## src/hdl/dsno_pkg.sv

```systemverilog
// ----------------------------------------------------------------------------
// dsno_pkg
// Shared constants, types and helpers for the daily schedule next-occurrence
// block.
// ----------------------------------------------------------------------------
package dsno_pkg;

    localparam int MAX_ENTRIES_DEF = 32;

    localparam int SEC_W = 17;   // second of day
    localparam int MIN_W = 14;   // signed start minute
    localparam int DUR_W = 11;   // duration in minutes
    localparam int FUNC_W = 2;

    localparam int IN_DATA_W = 40;
    localparam int OUT_DATA_W = 56;

    localparam logic [SEC_W-1:0] SEC_PER_DAY = 17'd86400;
    localparam logic [14:0] MIN_PER_DAY = 15'd1440;

    localparam logic [FUNC_W-1:0] FUNC_CLEAR = 2'd0;
    localparam logic [FUNC_W-1:0] FUNC_APPEND = 2'd1;
    localparam logic [FUNC_W-1:0] FUNC_QUERY = 2'd2;

    // Table write commands issued by the control side
    typedef struct packed {
        logic             clr;
        logic             wr;
        logic [SEC_W-1:0] wr_second;
    } t_tbl_cmd;

    // Signed minute -> second of day. Bias into positive range, then
    // reduce modulo one day with four binary compare/subtract steps.
    function automatic logic [SEC_W-1:0] minute_to_second(input logic [MIN_W-1:0] m);
        logic signed [15:0] biased;
        logic [14:0]        x;
        logic [10:0]        r;
        biased = $signed({{2{m[MIN_W-1]}}, m}) + 16'sd8640;
        x = biased[14:0];
        if (x >= 15'(MIN_PER_DAY * 8)) x = x - 15'(MIN_PER_DAY * 8);
        if (x >= 15'(MIN_PER_DAY * 4)) x = x - 15'(MIN_PER_DAY * 4);
        if (x >= 15'(MIN_PER_DAY * 2)) x = x - 15'(MIN_PER_DAY * 2);
        if (x >= MIN_PER_DAY) x = x - MIN_PER_DAY;
        r = x[10:0];
        return {r, 6'b0} - {4'b0, r, 2'b0};
    endfunction

    // Duration in minutes -> seconds (x60)
    function automatic logic [SEC_W-1:0] minutes_to_seconds(input logic [DUR_W-1:0] d);
        return {d, 6'b0} - {4'b0, d, 2'b0};
    endfunction

endpackage

```

## src/hdl/dsno_table.sv

```systemverilog
// ----------------------------------------------------------------------------
// dsno_table
// Start-time memory with fill count: clear, append at the fill point and one
// registered read port.
// ----------------------------------------------------------------------------
module dsno_table #(
    parameter int MAX_ENTRIES = dsno_pkg::MAX_ENTRIES_DEF,
    parameter int AW = (MAX_ENTRIES > 1) ? $clog2(MAX_ENTRIES) : 1,
    parameter int CW = $clog2(MAX_ENTRIES + 1)
) (
    input  logic                       i_clk,
    input  logic                       i_rst_n,
    input  dsno_pkg::t_tbl_cmd         i_cmd,
    input  logic [AW-1:0]              i_rd_addr,
    output logic [dsno_pkg::SEC_W-1:0] o_rd_data,
    output logic [CW-1:0]              o_count
);

    logic [dsno_pkg::SEC_W-1:0] r_mem [MAX_ENTRIES];
    logic [dsno_pkg::SEC_W-1:0] r_rd_data;
    logic [CW-1:0]              r_count;
    logic                       w_room;

    assign w_room = (r_count < CW'(MAX_ENTRIES));

    always_ff @(posedge i_clk) begin
        if (!i_rst_n) begin
            r_count <= '0;
        end else if (i_cmd.clr) begin
            r_count <= '0;
        end else if (i_cmd.wr && w_room) begin
            r_count <= r_count + 1'b1;
        end
    end

    // Appends past the last slot are dropped
    always_ff @(posedge i_clk) begin
        if (i_cmd.wr && w_room) begin
            r_mem[r_count[AW-1:0]] <= i_cmd.wr_second;
        end
    end

    always_ff @(posedge i_clk) begin
        r_rd_data <= r_mem[i_rd_addr];
    end

    assign o_rd_data = r_rd_data;
    assign o_count   = r_count;

endmodule

```

## src/hdl/daily_schedule_next_occurrence_top.sv

```systemverilog
// ----------------------------------------------------------------------------
// daily_schedule_next_occurrence_top
// Table of daily start times; a query reports the running or next entry.
// ----------------------------------------------------------------------------
// Usage:
//   Slave stream carries commands: clear table, append a start minute, or
//   query at a second of the day. Clear and append give no result. A query
//   walks the stored entries in load order, one memory read per cycle, and
//   returns one result transaction on the master stream. It passes a fetch
//   state, scans the entries and then loads the output register; the scan
//   stops early when an entry's window covers the query second. An empty
//   table goes straight to loading the output register. The single read
//   port of the start memory sets the pace; one item is worked on at a time.
//   The config channel writes duration_minutes; it is ready whenever reset
//   is released. It must be written only while the block is idle; the block
//   itself does not enforce this.
//   Reset empties the table (fill count only, no memory sweep), zeroes the
//   duration and holds both slave sides off. A stalled receiver holds the
//   result in the output register while further commands are still taken;
//   a second query that finishes meanwhile waits in its emit state, with
//   the slave stream held off, until the register frees up.
// ----------------------------------------------------------------------------
module daily_schedule_next_occurrence_top #(
    parameter int MAX_ENTRIES = dsno_pkg::MAX_ENTRIES_DEF
) (
    input  logic                              i_clk,
    input  logic                              i_rst_n,
    // config: duration_minutes
    input  logic                              i_cfg_valid,
    output logic                              o_cfg_ready,
    input  logic [dsno_pkg::DUR_W-1:0]        i_cfg_data,
    // [1:0] func, [15:2] start_minute, [32:16] now_second, [39:33] zero
    input  logic                              i_s_axis_tvalid,
    output logic                              o_s_axis_tready,
    input  logic [dsno_pkg::IN_DATA_W-1:0]    i_s_axis_tdata,
    // [0] active, [17:1] seconds_until, [34:18] seconds_remaining,
    // [52:35] start_second, [55:53] zero
    output logic                              o_m_axis_tvalid,
    input  logic                              i_m_axis_tready,
    output logic [dsno_pkg::OUT_DATA_W-1:0]   o_m_axis_tdata
);

    localparam int AW = (MAX_ENTRIES > 1) ? $clog2(MAX_ENTRIES) : 1;
    localparam int CW = $clog2(MAX_ENTRIES + 1);
    localparam int SW = dsno_pkg::SEC_W;

    typedef enum logic [1:0] {
        S_IDLE,
        S_FETCH,
        S_SCAN,
        S_EMIT
    } t_state;

    t_state               r_state;
    logic [SW-1:0]        r_dur_s;
    logic [SW-1:0]        r_now;
    logic [CW-1:0]        r_idx;
    logic                 r_active;
    logic                 r_found;
    logic [SW-1:0]        r_best;
    logic [SW-1:0]        r_best_start;
    logic [SW-1:0]        r_remain;
    logic                 r_m_valid;
    logic [dsno_pkg::OUT_DATA_W-1:0] r_m_data;

    dsno_pkg::t_tbl_cmd   w_cmd;
    logic [SW-1:0]        w_rd_data;
    logic [CW-1:0]        w_count;
    logic                 w_accept;
    logic [dsno_pkg::FUNC_W-1:0] w_func;
    logic [dsno_pkg::MIN_W-1:0]  w_start_min;
    logic [SW-1:0]        w_now_raw;
    logic [SW-1:0]        w_now;
    logic [SW-1:0]        w_elapsed;
    logic [SW-1:0]        w_until;
    logic                 w_hit;
    logic                 w_out_free;
    logic [SW-1:0]        w_res_until;
    logic [SW-1:0]        w_res_remain;
    logic [SW:0]          w_res_start;

    assign o_cfg_ready     = i_rst_n;
    assign o_s_axis_tready = i_rst_n && (r_state == S_IDLE);
    assign w_accept        = i_s_axis_tvalid && o_s_axis_tready;

    assign w_func      = i_s_axis_tdata[1:0];
    assign w_start_min = i_s_axis_tdata[15:2];
    assign w_now_raw   = i_s_axis_tdata[32:16];
    assign w_now       = (w_now_raw >= dsno_pkg::SEC_PER_DAY) ?
                         w_now_raw - dsno_pkg::SEC_PER_DAY : w_now_raw;

    assign w_cmd.clr       = w_accept && (w_func == dsno_pkg::FUNC_CLEAR);
    assign w_cmd.wr        = w_accept && (w_func == dsno_pkg::FUNC_APPEND);
    assign w_cmd.wr_second = dsno_pkg::minute_to_second(w_start_min);

    dsno_table #(
        .MAX_ENTRIES (MAX_ENTRIES),
        .AW          (AW),
        .CW          (CW)
    ) u_table (
        .i_clk     (i_clk),
        .i_rst_n   (i_rst_n),
        .i_cmd     (w_cmd),
        .i_rd_addr (r_idx[AW-1:0]),
        .o_rd_data (w_rd_data),
        .o_count   (w_count)
    );

    // Distances around the day circle between the query second and the
    // entry being scanned; both stay below one day.
    always_comb begin
        if (r_now >= w_rd_data) begin
            w_elapsed = r_now - w_rd_data;
            w_until   = (r_now == w_rd_data) ? '0 :
                        dsno_pkg::SEC_PER_DAY - (r_now - w_rd_data);
        end else begin
            w_elapsed = dsno_pkg::SEC_PER_DAY - (w_rd_data - r_now);
            w_until   = w_rd_data - r_now;
        end
    end

    assign w_hit = (r_dur_s != '0) && (w_elapsed < r_dur_s);

    assign w_out_free   = !r_m_valid || i_m_axis_tready;
    assign w_res_until  = (r_found && !r_active) ? r_best : '0;
    assign w_res_remain = r_active ? r_remain : '0;
    assign w_res_start  = r_found ? {1'b0, r_best_start} : '1;

    always_ff @(posedge i_clk) begin
        if (!i_rst_n) begin
            r_dur_s <= '0;
        end else if (i_cfg_valid) begin
            r_dur_s <= dsno_pkg::minutes_to_seconds(i_cfg_data);
        end
    end

    always_ff @(posedge i_clk) begin
        if (!i_rst_n) begin
            r_state   <= S_IDLE;
            r_m_valid <= 1'b0;
            r_idx     <= '0;
        end else begin
            // the emit state drives the valid flag itself
            if (r_m_valid && i_m_axis_tready && (r_state != S_EMIT)) begin
                r_m_valid <= 1'b0;
            end
            unique case (r_state)
                S_IDLE: begin
                    if (w_accept && (w_func == dsno_pkg::FUNC_QUERY)) begin
                        r_now        <= w_now;
                        r_idx        <= '0;
                        r_active     <= 1'b0;
                        r_found      <= 1'b0;
                        r_best       <= dsno_pkg::SEC_PER_DAY;
                        r_best_start <= '0;
                        r_remain     <= '0;
                        r_state      <= (w_count == '0) ? S_EMIT : S_FETCH;
                    end
                end
                S_FETCH: begin
                    // entry 0 is being read; advance the read pointer
                    r_idx   <= r_idx + 1'b1;
                    r_state <= S_SCAN;
                end
                S_SCAN: begin
                    if (w_hit) begin
                        r_active     <= 1'b1;
                        r_found      <= 1'b1;
                        r_remain     <= r_dur_s - w_elapsed;
                        r_best_start <= w_rd_data;
                        r_state      <= S_EMIT;
                    end else begin
                        if (w_until < r_best) begin
                            r_best       <= w_until;
                            r_best_start <= w_rd_data;
                            r_found      <= 1'b1;
                        end
                        // r_idx leads the entry under test by one
                        if (r_idx == w_count) begin
                            r_state <= S_EMIT;
                        end else begin
                            r_idx <= r_idx + 1'b1;
                        end
                    end
                end
                S_EMIT: begin
                    if (w_out_free) begin
                        r_m_valid <= 1'b1;
                        r_m_data  <= {3'b0, w_res_start, w_res_remain, w_res_until, r_active};
                        r_state   <= S_IDLE;
                    end
                end
                default: begin
                    r_state <= S_IDLE;
                end
            endcase
        end
    end

    assign o_m_axis_tvalid = r_m_valid;
    assign o_m_axis_tdata  = r_m_data;

endmodule

```

## config.mk

```make
export PLATFORM = sky130hd
export DESIGN_NAME = daily_schedule_next_occurrence_top
export DESIGN_NICKNAME = d
export VERILOG_FILES = /design/src/hdl/dsno_pkg.sv /design/src/hdl/dsno_table.sv /design/src/hdl/daily_schedule_next_occurrence_top.sv
export SDC_FILE = /design/constraint.sdc
export NUM_CORES = 1
export LEC_CHECK = 0
export BUFFER_PORTS_ARGS = -buffer_cell sky130_fd_sc_hd__buf_2
export CAP_MARGIN = 20
export CORE_MARGIN = 1
export CORE_UTILIZATION = 45
export DETAILED_ROUTE_END_ITERATION = 6
export GPL_TIMING_DRIVEN = 0
export PLACE_DENSITY = 0.58
export SYNTH_ARGS = -nofsm -noshare
export SYNTH_HDL_FRONTEND = slang
export SYNTH_HIERARCHICAL = 1
export SYNTH_SLANG_ARGS = --single-unit
```

## constraint.sdc

```tcl
create_clock -name i_clk -period 17.6 [get_ports i_clk]
set_input_delay 5.28 -clock i_clk [delete_from_list [all_inputs] [get_ports i_clk]]
set_output_delay 5.28 -clock i_clk [all_outputs]
set_load 0.05 [all_outputs]
```

==> flow_summary.ini <==
[worst_setup_path]
worstSetupPathType = in -> reg
critPathLaunchType = primary input
cp-end-kind = register
crit_buf_inv = 7
worstRegToRegCells = 37
critPathArrivalTime_ps = 14480
reg2reg_slack_ps = 9610
worstPathMaxFanout = 17
critPathMaxStageDelay_ps = 900
path_delay_family = compound AO/OA/AOI/OAI gates
worstReg2RegStart = r_now[1]$_DFFE_PP_
timing.rr.end = r_best[4]$_SDFFCE_PN0P_
cp.required_ps = 18070
slowest_stage = xnor2_2

[cells_and_area]
design_area_sq_mm = 0.0391
fin_util_pct = 52.6
fill_cells = 6411
multi_input_area_sq_mm = 0.0121
syn2layout_area_growth_pct = 15.8
regArea_sq_mm = 0.0210
drive_gt1_share_pct = 14.1
final_cell_mix = 667 x edfxtp_1, 299 x mux2i_1, 132 x nor2_1, 129 x buf_2, 127 x a21oi_1
mostFrequentLayoutCell = edfxtp_1
finalNetCount = 2986

[yosys]
ys_seq_area_share_pct = 62.1
yosysTopAreaCellShare_pct = 59.3
synth_edf_count = 667
synth_top_cell_by_area = edfxtp_1
synth_flop_cell = edfxtp_1
ys_top_cells_by_area = edfxtp_1 59%, mux2i_1 8.9%, ha_1 3.5%
async_reset_ff_share_pct = 0
ys_types = 101
ys_seq_elements = 714
syn_avg_cell_area_sq_um = 13.3
yosysWarnings = 6
syn-cell-area_sq_mm = 0.0338
synthCells = 2538

[die]
die-area_sq_mm = 0.0762
rows = 100
initial_core_util_pct = 45.4
coreArea_sq_mm = 0.0743
io_pins = 115
fp.dieW_um = 276
die_y_um = 276

[pwr]
switchingPower_uw = 2400
p_seq_share_pct = 37.6
p_int_uw = 4110
combPwrFrac_pct = 38.5
power.static_leakage_uw = 0.0135
irDropWorstVdd_mv = 0.210
p_per_area_mw_per_mm2 = 166
clockPowerShare_pct = 24.0
p_sw_share_pct = 36.9

[clocking]
htree_levels = 3
cts_buffers = 76
cts_tree = done
clockBufferDepth = 3
path_clk_slew_ps = 60
holdBufCountCts = 0
cts_sinks = 714
post_cts_buffers = 0
cts_resized = 0
cts_root_buf = clkbuf_16
clk_latency_ps = 640

[drt]
drt-initial-drc-count = 1657
ant_nets = 0
wl_per_cell_um = 22.2
remaining_drc_errors = 0
totalWireLength_um = 85900
first_pass_iters = 6
vias_per_cell = 5.52
dr_wl_met3_um = 4270
m1WireLength_um = 37900
vias = 21300
highest_layer = met4
route.met2.wl_um = 41000

[timing]
rsz0062_at_grt = false
fmax_ghz = 0.0714
fin_crit_sh_pct = 79.6
finalCriticalPeriod_ps = 14010
skew_ps = 20.5
drv_slew = 0
setup_viol = 0
relSlewSlack_pct = 23.7
hold_viol_final = 0
fin_tns_setup_ps = 0
tightest_slew_ps = 1140

[placed_design]
portBuffers = 104
gp_congestion = 0.982
place_area_sq_mm = 0.0367
dpl.hpwl_um = 62600

[grt]
grt_pass1_vias = 20700
grt_max_degree = 37
grt_overflow = 0
grt_pass1_wl_um = 127000
antenna_found_initial = 1
track_usage_pct = 22.5

[run]
drv_cap = 0

[run_status]
outcome = completed

[worst_hold_path]
holdPathStages = 1
min-delay-start = r_best_start[2]$_SDFFCE_PN0P_
holdCritPathClass = reg -> reg
holdPathEnd = o_m_axis_tdata[37]$_SDFFCE_PN1P_
## synthesized netlist by cell type (all sizes together) (4+ instances only)
cell type  count
nand2b        35
or3b           4
dfxtp         47
or3           13
nor3          70
o31ai         11
nand2        113
o21bai        27
nand3         57
nand4         32
a31oi         28
a211oi         5
a221o          5
xor2          43
mux2i        299
or4            4
a22o          34
a22oi         72
a21boi         5
inv          105
o211a          5
ha            95
o21a          11
a21oi        131
edfxtp       667
buf           71
nor3b          8
or2            7
o21ai         52
and2          29
a211o          4
o211ai         9
and3          10
nor4          11
clkbuf        53
xnor2         84
nand3b         6
a21o          29
nor2b         26
nor2         163
and4           5
## sequential cells by signal, summed over array words and instances, names as in the netlist
register           flops
u_table/r_mem        544
o_m_axis_tdata        53
r_best                17
r_best_start          17
r_now                 17
r_remain              17
u_table/o_rd_data     17
r_dur_s               15
r_idx                  6
u_table/o_count        6
r_state                2
o_m_axis_tvalid        1
r_active               1
r_found                1
## kinds of logic after synthesis
| kind of cell | Yosys count | share of synthesized area (%) |
|---|---|---|
| AOI/OAI and AO/OA | 460 | 9.43 |
| xor gates and xnor gates | 128 | 3.42 |
| adders and majority gates | 98 | 3.67 |
| buffers and inverters | 232 | 3.37 |
| DFF | 714 | 62.1 |
| muxes | 302 | 8.96 |
| other | 1 | 0.0111 |
| and+or+nand+nor | 603 | 9.05 |
## worst max-delay path by stage
stage	startpoint	to	cells past startpoint
after floorplan	i_s_axis_tdata[8]	u_table/r_mem[0][16]$_DFFE_PP_	33
after global placement	i_s_axis_tdata[8]	u_table/r_mem[11][11]$_DFFE_PP_	33
after detailed placement	i_s_axis_tdata[8]	u_table/r_mem[14][16]$_DFFE_PP_	34
after CTS	i_s_axis_tdata[8]	u_table/r_mem[20][16]$_DFFE_PP_	34
after global routing	i_s_axis_tdata[8]	u_table/r_mem[12][16]$_DFFE_PP_	34
final	i_s_axis_tdata[8]	u_table/r_mem[18][16]$_DFFE_PP_	34
## power groups by stage
stage                     Combinational [uW]  Sequential (uW)  Clock [uW]
after floorplan                         1430             2510           0
after global placement                  2200             2540           0
after detailed placement                2490             2480           0
after CTS                               2500             2440        1590
after global routing                    2700             2450        1660
final                                   2500             2440        1560
## area by class of cell
cell class,instances,share of cell area [%]
timing repair buffer,151,3.14
inverter,108,1.04
tap,969,3.10
clock buffer,95,5.12
antenna,1,0.00640
clock inverter,42,1.10
buffer,124,1.87
multi-input combinational,1658,31.0
sequential,714,53.6
## per-layer routing
metal	vias up	global-route usage [%]
met5	-	0
met2	624	37.5
met4	0	7.65
li1	10100	-
met3	138	2.73
met1	10500	30.5
## stage by stage
step	total power, uW	setup slack [ps]	std cells	hold slack (ps)
global route	6800	2990	3862	515
finish	6500	3590	3862	497
detailed placement	4970	3040	3724	488
floorplan	3930	4620	2604	467
CTS	6540	3710	3861	503
global placement	4740	1950	3677	487
Power figures use the tool's default switching activity.
